$ cat config.mk
export PLATFORM = sky130hd
export DESIGN_NAME = format_string_decimal_printer
export DESIGN_NICKNAME = d
export VERILOG_FILES = /design/src/sv/fsdp_pkg.sv /design/src/sv/format_string_decimal_printer.sv /design/src/sv/fsdp_datapath.sv /design/src/sv/fsdp_ctrl.sv
export SDC_FILE = /design/constraint.sdc
export NUM_CORES = 1
export LEC_CHECK = 0
export BUFFER_PORTS_ARGS = -buffer_cell sky130_fd_sc_hd__buf_2
export CORE_ASPECT_RATIO = 1.4
export CORE_MARGIN = 5
export CORE_UTILIZATION = 50
export DETAILED_ROUTE_END_ITERATION = 8
export MAX_ROUTING_LAYER = met4
export PLACE_DENSITY = 0.67
export SLEW_MARGIN = 0
export SYNTH_ARGS = -nofsm -noshare
export SYNTH_HDL_FRONTEND = slang
export SYNTH_HIERARCHICAL = 1
export SYNTH_SLANG_ARGS = --single-unit
export TNS_END_PERCENT = 20
$ cat constraint.sdc
create_clock -name clk -period 9 [get_ports clk]
set_clock_uncertainty 0.05 [all_clocks]
set_input_delay 1.8 -clock clk [delete_from_list [all_inputs] [get_ports clk]]
set_output_delay 1.8 -clock clk [all_outputs]
set_load 0.01 [all_outputs]
$ cat src/sv/fsdp_pkg.sv
// ----------------------------------------------------------------------------
// fsdp_pkg
// Shared types, character codes and the decimal place table of the
// format-string decimal printer.
// ----------------------------------------------------------------------------
`timescale 1ns / 1ps

package fsdp_pkg;

	// Character codes
	localparam logic [7:0] END_CHAR   = 8'h00;
	localparam logic [7:0] PCT_CHAR   = 8'h25;	// '%'
	localparam logic [7:0] D_CHAR     = 8'h64;	// 'd'
	localparam logic [7:0] ZERO_CHAR  = 8'h30;	// '0'
	localparam logic [7:0] MINUS_CHAR = 8'h2D;	// '-'

	// Number of decimal places of a 16-bit magnitude
	localparam int unsigned NUM_PLACES = 5;
	localparam logic [2:0]  LAST_PLACE = 3'(NUM_PLACES - 1);

	// Input item
	typedef struct packed {
		logic [7:0]         in_char;
		logic signed [15:0] arg_value;
	} in_item_t;

	// Result item
	typedef struct packed {
		logic [7:0] out_char;
		logic       last;
	} out_item_t;

	// Controller states
	typedef enum logic [1:0] {
		ST_IDLE,
		ST_PCT_CHAR,
		ST_DIGIT
	} state_t;

	// Output byte source
	typedef enum logic [2:0] {
		SEL_CHAR,
		SEL_PCT,
		SEL_ZERO,
		SEL_MINUS,
		SEL_DIGIT
	} sel_t;

	// Controller to datapath
	typedef struct packed {
		logic load;	// capture the accepted item
		logic emit;	// write a byte into the output register
		sel_t sel;
		logic last;
		logic step;	// retire one decimal place
	} cmd_t;

	// Datapath to controller
	typedef struct packed {
		logic out_free;
		logic is_end;
		logic is_pct;
		logic is_d;
		logic arg_zero;
		logic arg_neg;
		logic digit_nz;
		logic k_last;
	} status_t;

	// Weight of decimal place k, ten-thousands first
	function automatic logic [16:0] place_value(input logic [2:0] k);
		logic [16:0] v;
		case (k)
			3'd0:    v = 17'd10000;
			3'd1:    v = 17'd1000;
			3'd2:    v = 17'd100;
			3'd3:    v = 17'd10;
			default: v = 17'd1;
		endcase
		return v;
	endfunction

endpackage

$ cat src/sv/format_string_decimal_printer.sv
// ----------------------------------------------------------------------------
// format_string_decimal_printer
// A plain byte, an escape percent or a minus sign is written into the output
// register when its item is accepted; a percent-d then steps through the places.
// Plain characters and lone percents pass at one item per cycle, and a percent-d
// at one decimal place per cycle, while out_ready holds; no new item is taken
// while the character after a percent or a percent-d is still being emitted.
// Reset: arst_n clears the pending percent and the output valid flag, sequencer idles.
// ----------------------------------------------------------------------------
`timescale 1ns / 1ps

module format_string_decimal_printer (
	input  logic                clk,
	input  logic                arst_n,
	input  logic                in_valid,
	output logic                in_ready,
	input  fsdp_pkg::in_item_t  in_item,
	output logic                out_valid,
	input  logic                out_ready,
	output fsdp_pkg::out_item_t out_item
);

	fsdp_pkg::cmd_t    cmd;
	fsdp_pkg::status_t status;

	// Sequencer
	fsdp_ctrl u_ctrl (
		.clk      (clk),
		.arst_n   (arst_n),
		.in_valid (in_valid),
		.in_ready (in_ready),
		.status   (status),
		.cmd      (cmd)
	);

	// Datapath
	fsdp_datapath u_datapath (
		.clk       (clk),
		.arst_n    (arst_n),
		.in_item   (in_item),
		.cmd       (cmd),
		.status    (status),
		.out_valid (out_valid),
		.out_ready (out_ready),
		.out_item  (out_item)
	);

endmodule

$ cat src/sv/fsdp_datapath.sv
// ----------------------------------------------------------------------------
// fsdp_datapath
// Item capture, magnitude register, one-digit-per-cycle extraction and the
// output register.
// ----------------------------------------------------------------------------
`timescale 1ns / 1ps

module fsdp_datapath (
	input  logic                clk,
	input  logic                arst_n,
	input  fsdp_pkg::in_item_t  in_item,
	input  fsdp_pkg::cmd_t      cmd,
	output fsdp_pkg::status_t   status,
	output logic                out_valid,
	input  logic                out_ready,
	output fsdp_pkg::out_item_t out_item
);

	logic [7:0]          char_q;
	logic [15:0]         mag_q;
	logic [2:0]          kidx_q;
	logic                out_valid_q;
	fsdp_pkg::out_item_t out_q;

	logic [15:0] arg_bits;
	logic [15:0] mag_in;
	logic [7:0]  char_src;
	logic [16:0] pv;
	logic [16:0] mult_v;
	logic [3:0]  digit;
	logic [15:0] rem;
	logic [7:0]  byte_d;

	// Magnitude of the incoming argument; the most negative value maps to 0x8000
	assign arg_bits = in_item.arg_value;
	assign mag_in   = arg_bits[15] ? (~arg_bits + 16'd1) : arg_bits;
	assign char_src = cmd.load ? in_item.in_char : char_q;

	// Digit of the current place: nine parallel compares, top hit wins
	always_comb begin
		pv     = fsdp_pkg::place_value(kidx_q);
		digit  = 4'd0;
		rem    = mag_q;
		mult_v = 17'd0;
		for (int d = 1; d < 10; d++) begin
			mult_v = 17'(pv * 17'(d));
			if ({1'b0, mag_q} >= mult_v) begin
				digit = 4'(d);
				rem   = 16'({1'b0, mag_q} - mult_v);
			end
		end
	end

	// Status toward the controller
	always_comb begin
		status.out_free = !out_valid_q || out_ready;
		status.is_end   = (in_item.in_char == fsdp_pkg::END_CHAR);
		status.is_pct   = (in_item.in_char == fsdp_pkg::PCT_CHAR);
		status.is_d     = (in_item.in_char == fsdp_pkg::D_CHAR);
		status.arg_zero = (arg_bits == 16'd0);
		status.arg_neg  = arg_bits[15];
		status.digit_nz = (digit != 4'd0);
		status.k_last   = (kidx_q == fsdp_pkg::LAST_PLACE);
	end

	// Output byte select
	always_comb begin
		case (cmd.sel)
			fsdp_pkg::SEL_CHAR:  byte_d = char_src;
			fsdp_pkg::SEL_PCT:   byte_d = fsdp_pkg::PCT_CHAR;
			fsdp_pkg::SEL_ZERO:  byte_d = fsdp_pkg::ZERO_CHAR;
			fsdp_pkg::SEL_MINUS: byte_d = fsdp_pkg::MINUS_CHAR;
			fsdp_pkg::SEL_DIGIT: byte_d = fsdp_pkg::ZERO_CHAR + {4'd0, digit};
			default:             byte_d = char_src;
		endcase
	end

	// Captured item and digit state
	always_ff @(posedge clk) begin
		if (cmd.load) begin
			char_q <= in_item.in_char;
			mag_q  <= mag_in;
		end else if (cmd.step) begin
			mag_q  <= rem;
		end
		if (cmd.emit) begin
			out_q.out_char <= byte_d;
			out_q.last     <= cmd.last;
		end
	end

	// Place counter and output valid
	always_ff @(posedge clk or negedge arst_n) begin
		if (!arst_n) begin
			kidx_q      <= 3'd0;
			out_valid_q <= 1'b0;
		end else begin
			if (cmd.load)
				kidx_q <= 3'd0;
			else if (cmd.step)
				kidx_q <= kidx_q + 3'd1;
			if (cmd.emit)
				out_valid_q <= 1'b1;
			else if (out_ready)
				out_valid_q <= 1'b0;
		end
	end

	assign out_valid = out_valid_q;
	assign out_item  = out_q;

endmodule

$ cat src/sv/fsdp_ctrl.sv
// ----------------------------------------------------------------------------
// fsdp_ctrl
// Sequencer: pending-percent state, character decode and digit pacing.
// ----------------------------------------------------------------------------
`timescale 1ns / 1ps

module fsdp_ctrl (
	input  logic              clk,
	input  logic              arst_n,
	input  logic              in_valid,
	output logic              in_ready,
	input  fsdp_pkg::status_t status,
	output fsdp_pkg::cmd_t    cmd
);

	fsdp_pkg::state_t state_q, state_d;
	logic             after_pct_q, after_pct_d;
	logic             started_q, started_d;

	// State registers
	always_ff @(posedge clk or negedge arst_n) begin
		if (!arst_n) begin
			state_q     <= fsdp_pkg::ST_IDLE;
			after_pct_q <= 1'b0;
			started_q   <= 1'b0;
		end else begin
			state_q     <= state_d;
			after_pct_q <= after_pct_d;
			started_q   <= started_d;
		end
	end

	// Next state and commands
	always_comb begin
		state_d     = state_q;
		after_pct_d = after_pct_q;
		started_d   = started_q;
		in_ready    = 1'b0;
		cmd.load    = 1'b0;
		cmd.emit    = 1'b0;
		cmd.sel     = fsdp_pkg::SEL_CHAR;
		cmd.last    = 1'b0;
		cmd.step    = 1'b0;
		case (state_q)
			fsdp_pkg::ST_IDLE: begin
				in_ready = status.out_free;
				if (in_valid && status.out_free) begin
					cmd.load = 1'b1;
					if (!after_pct_q) begin
						if (status.is_pct) begin
							after_pct_d = 1'b1;
						end else if (!status.is_end) begin
							cmd.emit = 1'b1;
							cmd.last = 1'b1;
						end
					end else begin
						after_pct_d = 1'b0;
						if (status.is_end) begin
							// lone percent at end of string
							cmd.emit = 1'b1;
							cmd.sel  = fsdp_pkg::SEL_PCT;
							cmd.last = 1'b1;
						end else if (!status.is_d) begin
							cmd.emit = 1'b1;
							cmd.sel  = fsdp_pkg::SEL_PCT;
							state_d  = fsdp_pkg::ST_PCT_CHAR;
						end else if (status.arg_zero) begin
							cmd.emit = 1'b1;
							cmd.sel  = fsdp_pkg::SEL_ZERO;
							cmd.last = 1'b1;
						end else begin
							if (status.arg_neg) begin
								cmd.emit = 1'b1;
								cmd.sel  = fsdp_pkg::SEL_MINUS;
							end
							started_d = 1'b0;
							state_d   = fsdp_pkg::ST_DIGIT;
						end
					end
				end
			end
			fsdp_pkg::ST_PCT_CHAR: begin
				if (status.out_free) begin
					cmd.emit = 1'b1;
					cmd.sel  = fsdp_pkg::SEL_CHAR;
					cmd.last = 1'b1;
					state_d  = fsdp_pkg::ST_IDLE;
				end
			end
			fsdp_pkg::ST_DIGIT: begin
				// one place per cycle while the output register is free, leading zeros dropped
				if (status.out_free) begin
					cmd.step = 1'b1;
					if (status.digit_nz || started_q) begin
						cmd.emit  = 1'b1;
						cmd.sel   = fsdp_pkg::SEL_DIGIT;
						cmd.last  = status.k_last;
						started_d = 1'b1;
					end
					if (status.k_last)
						state_d = fsdp_pkg::ST_IDLE;
				end
			end
			default: begin
				state_d = fsdp_pkg::ST_IDLE;
			end
		endcase
	end

endmodule

Word-level counts from Yosys, hierarchy flattened
Cells that the tools add are included.
- ROM bits: 0
- memories: 0
- flip-flop bits (word level): 41
- input port bits: 28
- bits in latches: 0
- RAM bits: 0
- shift-type cells: 0
- div/mod/pow operators: 0
- $add $sub $neg: 12
- reduce and logical (&&, ||, !) cells: 17
- eq/ne operators: 22
- bitwise operators: 1
- $lt $le $gt $ge: 9
- multiply operators: 5
- mux-type cells: 66
- operator list (kind ; count):
    two-way mux 16 bit ; 12
    subtractor 16 bit ; 7
    >= comparator 16 x 17 -> 1 bit ; 6
    one-hot mux 14 bit (4 select lines) ; 1
    multiplier 14 x 3 -> 17 bit (second input constant) ; 2
    multiplier 14 x 2 -> 16 bit (second input constant) ; 2
    one-hot mux 8 bit (4 select lines) ; 1
    two-way mux 1 bit ; 21
    two-way mux 3 bit ; 7
    two-way mux 2 bit ; 10
    two-way mux 4 bit ; 5
    multiplier 14 x 4 -> 17 bit (second input constant) ; 1
    adder 16 x 1 -> 16 bit (second input constant) ; 1
    >= comparator 16 x 14 -> 1 bit ; 1
    >= comparator 16 x 15 -> 1 bit ; 1
    >= comparator 16 bit ; 1
    zero test 16 bit ; 1
    inverter 16 bit ; 1
    subtractor 16 x 14 -> 16 bit ; 1
    subtractor 16 x 15 -> 16 bit ; 1
    two-way mux 5 bit ; 3
    one-hot mux 5 bit (3 select lines) ; 1
    != test 2 x 1 -> 1 bit (second input constant) ; 7
    == test 3 x 2 -> 1 bit (second input constant) ; 4
    26 further kinds ; 34

Depth between registers and ports, before layout
- word-level depth: 19
- mapped depth: 34
- mapped depth without buffers: 32

By module
The synthesis kept the hierarchy.
- by module, submodules not included (module ; sequential area each (µm²) ; area each (µm²) ; instances ; cells each):
    fsdp_datapath ; 1011.0 ; 9841.9 ; 1 ; 1306
    fsdp_ctrl ; 100.1 ; 346.6 ; 1 ; 39

Least setup slack after synthesis
No wires, ideal clock.
- kind: flip-flop to flip-flop
- start point: register u_datapath.kidx_q[0]
- end point: register u_datapath.out_q, in the netlist u_datapath/out_item[4], data pin
- path buffers: 2
- arrival: 6.733 ns
- slack: 1.957 ns
- clock period less this slack: 7.043 ns
- required time: 8.689 ns
- cell stages (with the launch flop): 32
- cell sequence: dfrtp_1 ha_1 ha_1 inv_1 ha_1 nand2_1 nand2_1 inv_1 nor2_1 fa_1 inv_1 ha_1 a221oi_1 nor2b_1 o21ai_0 nand2b_1 a21o_1 a21oi_1 xor2_1 ha_1 and4_1 a21oi_1 o21ai_0 o41ai_1 and2_1 clkbuf_1 nand4b_1 nor2_1 nor3_1 clkbuf_1 and3_1 a221o_1
- RTL lines (what ; RTL line ; RTL):
    start: declaration ; fsdp_datapath.sv:21 ; logic [2:0] kidx_q;
    start signal: assignment ; fsdp_datapath.sv:101 ; kidx_q <= kidx_q + 3'd1;
    end: declaration ; fsdp_datapath.sv:23 ; fsdp_pkg::out_item_t out_q;

==> impl_metrics.py <==
metrics = {
    "run_status": {
        "run_status": "finished, final reports clean",
    },
    "timing": {
        "max_slew_violation_count": 0,
        "layout_worst_path_cycle_share": 0.935,
        "final-setup-viol-count": 0,
        "tns_ps": 0,
        "setup_slack_ps": 585,
        "max_slew.worst_pin.slew_ps": 966,
        "report.final.hold_viol_count": 0,
        "fmax_ghz": 0.119,
        "slew_headroom": 0.354,
        "post-route-min-period_ps": 8420,
        "finalHoldWorstSlack_ps": 421,
        "rsz0062_at_grt": "false",
    },
    "layout": {
        "fin_cells": 1609,
        "layout.core_utilization": 0.538,
        "area_growth_pct": 5.69,
        "layout-drive-gt1-share": 0.0774,
        "insertedDiodeCount": 0,
        "net_count_reported_at_finish": 1537,
        "finish.instance_area_um2": 10800,
    },
    "cts": {
        "clock_sink_count": 41,
        "insertion_delay_ps": 300,
        "cts-buffers-inserted": 5,
        "cts_tree": "yes",
        "cts_root_buf": "sky130_fd_sc_hd__clkbuf_16",
        "postCtsHoldBufs": 0,
        "cts_buffer_depth": 2,
        "clk_pin_slew_ps": 60,
        "htreeDepth": 2,
    },
    "detailed_routing": {
        "drt_first_pass_iters": 7,
        "drc_errors": 0,
        "num_vias": 11125,
        "avgRoutedWirePerCell_um": 26.3,
        "first_iter_violations": 1144,
        "post_drt_via_cell_ratio": 6.91,
        "finalWirelength_mm": 42.4,
        "detail-route-antenna-nets": 0,
    },
    "synthesis": {
        "seq_area_frac_synth": 0.109,
        "synth.top_cells.by_area": "sky130_fd_sc_hd__ha_1, sky130_fd_sc_hd__edfxtp_1, sky130_fd_sc_hd__xnor2_1, sky130_fd_sc_hd__a21oi_1, sky130_fd_sc_hd__nor2_1",
        "yosys.cell_types.count": 93,
        "yosysTopAreaCellShare": 0.171,
        "synth.net_count": 1526,
        "synth_warnings": 6,
        "synth-edff-count": 25,
        "yosysMostFrequentCell": "sky130_fd_sc_hd__ha_1",
        "top_ff_cell_synth": "sky130_fd_sc_hd__edfxtp_1",
        "synth_async_sr_flop_share": 0.195,
        "commonest_cells_in_the_synthesized_netlist": "sky130_fd_sc_hd__ha_1, sky130_fd_sc_hd__a21oi_1, sky130_fd_sc_hd__nor2_1, sky130_fd_sc_hd__nand2_1, sky130_fd_sc_hd__xnor2_1",
        "post_synth_instance_area_um2": 10200,
        "post_synth.cell_area_avg_um2": 7.58,
        "syn-instance-count": 1345,
        "synth-seq-cells": 41,
        "yosysTopAreaCell": "sky130_fd_sc_hd__ha_1",
    },
    "global_routing": {
        "first_global_vias": 10705,
        "grt_antenna_before_repair": 0,
        "grt.total_usage": 0.369,
        "global_route.overflow_total": 0,
        "grt_first_pass_wirelength_mm": 63.2,
        "grt_start_max_net_pins": 46,
    },
    "die": {
        "fp-row-count": 61,
        "chip_height_um": 179,
        "dieWidth_um": 131,
        "initial_core_util": 0.510,
        "ioPinCount": 39,
        "fp.dieArea_um2": 23400,
        "fp.coreArea_um2": 20000,
    },
    "power_and_ir_drop": {
        "total_power_mw": 1.80,
        "pwr_density_cell_nw_per_um2": 167,
        "leakage_nw": 4.63,
        "vdd_ir_drop_max_mv": 0.0724,
    },
    "worst_setup_path": {
        "startpoint_type": "register",
        "cpMostUsedCell": "sky130_fd_sc_hd__ha_1",
        "cp_max_fo": 14,
        "critical_path_class": "reg2reg",
        "timing.critical_path.required_ps": 9000,
        "worst-endpoint-arrival_ps": 8410,
        "critPathSlowestCell": "sky130_fd_sc_hd__nor3_2",
        "critical_path.endpoint_type": "register",
        "cp_slowest_stage_delay_ps": 700,
    },
    "placed_design": {
        "place_worst_setup_slack_ps": 592,
        "placed_cell_area_um2": 10600,
        "gp_congestion": 1.08,
        "buffer_ports.inserted": 38,
        "dp.final_hpwl_mm": 33.8,
        "placed_cells": 1601,
    },
    "hold_path": {
        "hp-class": "reg2reg",
    },
    "run": {
        "maxCapViolCount": 0,
    },
}
registers in the layout (all words and copies together) (netlist names):
name / cells
u_ctrl/state_q: 2
u_datapath/out_valid: 1
u_datapath/out_item: 9
u_ctrl/after_pct_q: 1
u_datapath/mag_q: 16
u_datapath/kidx_q: 3
u_ctrl/started_q: 1
u_datapath/char_q: 8
metal layers:
layer  wire, µm  vias up  GRT usage
li1           -     5100          -
met1      15600     5197      0.421
met2      19500      646      0.604
met3       3650      182     0.0459
met4       3620        0      0.235
met5          0        -          -
path summary, 6_finish.rpt:
check / start / endpoint / slack, ps / depth (start not counted)
worst max-delay path: u_datapath/kidx_q[0] / u_datapath/out_item[4] / 580 / 30
worst min-delay path: u_datapath/char_q[6] / u_datapath/char_q[6] / 420 / 2
worst max register to register: u_datapath/kidx_q[0] / u_datapath/out_item[4] / 580 / 30
worst min register to register: u_datapath/char_q[6] / u_datapath/char_q[6] / 420 / 2
max in group asynchronous: arst_n / u_datapath/kidx_q[1] / 7440 / 1
min in group asynchronous: arst_n / u_ctrl/started_q / 1290 / 1
placed cells by master, fill, tap and decap left out, types with 8 or more instances in the layout:
cell | synthesis | routed
sky130_fd_sc_hd__nor2b_1 | 14 | 14
sky130_fd_sc_hd__a211oi_1 | 28 | 28
sky130_fd_sc_hd__buf_4 | 1 | 19
sky130_fd_sc_hd__buf_2 | 8 | 38
sky130_fd_sc_hd__o21ai_0 | 50 | 50
sky130_fd_sc_hd__edfxtp_1 | 25 | 25
sky130_fd_sc_hd__o31ai_1 | 16 | 16
sky130_fd_sc_hd__o21a_1 | 20 | 20
sky130_fd_sc_hd__o21bai_1 | 12 | 12
sky130_fd_sc_hd__o41ai_1 | 11 | 11
sky130_fd_sc_hd__nand2b_1 | 17 | 17
sky130_fd_sc_hd__a31oi_1 | 21 | 21
sky130_fd_sc_hd__a211o_1 | 10 | 10
sky130_fd_sc_hd__or3_1 | 18 | 18
sky130_fd_sc_hd__dfxtp_1 | 8 | 8
sky130_fd_sc_hd__or2_2 | 13 | 13
sky130_fd_sc_hd__ha_1 | 139 | 139
sky130_fd_sc_hd__mux2i_1 | 11 | 11
sky130_fd_sc_hd__xor2_1 | 42 | 42
sky130_fd_sc_hd__dfrtp_1 | 8 | 8
sky130_fd_sc_hd__inv_1 | 73 | 73
sky130_fd_sc_hd__xnor2_1 | 78 | 78
sky130_fd_sc_hd__o21ai_1 | 9 | 9
sky130_fd_sc_hd__nor2_1 | 113 | 112
sky130_fd_sc_hd__nor4_1 | 9 | 9
sky130_fd_sc_hd__nor3_1 | 53 | 53
sky130_fd_sc_hd__nand2_1 | 90 | 90
sky130_fd_sc_hd__nand4_1 | 19 | 19
sky130_fd_sc_hd__o211ai_1 | 9 | 9
sky130_fd_sc_hd__nand3_1 | 26 | 26
sky130_fd_sc_hd__and2_1 | 13 | 13
sky130_fd_sc_hd__and3_1 | 16 | 16
sky130_fd_sc_hd__a21o_1 | 36 | 36
sky130_fd_sc_hd__a21oi_1 | 115 | 115
sky130_fd_sc_hd__fa_1 | 14 | 14
what timing repair did:
item	CTS	global route
setup buffers	0	0
setup endpoints to repair	0	2
gates resized for setup	0	1
critical path: cells and delay by family, from the launching register on:
kind,cells,cell delay (ps)
buf+inv,5,1060
flops,1,460
mux,1,280
simple gates,8,2400
compound gates,9,1870
xor+xnor,1,180
fa+ha+maj,6,1860
cell families after synthesis:
family	after synthesis	synth area share
AOI/OAI and AO/OA	444	0.303
and+or+nand+nor	440	0.219
adders and majority gates	153	0.198
buffers and inverters	128	0.0492
xor gates and xnor gates	120	0.103
DFF	41	0.109
muxes	17	0.0174
other	2	0.000737
layout make-up:
class,instances,area [µm²]
well taps,252,315
clock buffers,5,125
fillers,2024,9230
repair buffers,57,333
clock inverters,3,23.8
multi-input cells,1176,8580
inverters,75,282
flip-flops and latches,41,1110
where the power goes:
| group | total (mW) | switching [mW] | internal (mW) |
|---|---|---|---|
| Clock | 0.188 | 0.0835 | 0.105 |
| Combinational | 1.30 | 0.801 | 0.495 |
| Sequential | 0.313 | 0.0744 | 0.239 |
| Total | 1.80 | 0.959 | 0.839 |
No activity file was read; power rests on OpenSTA's default activity.
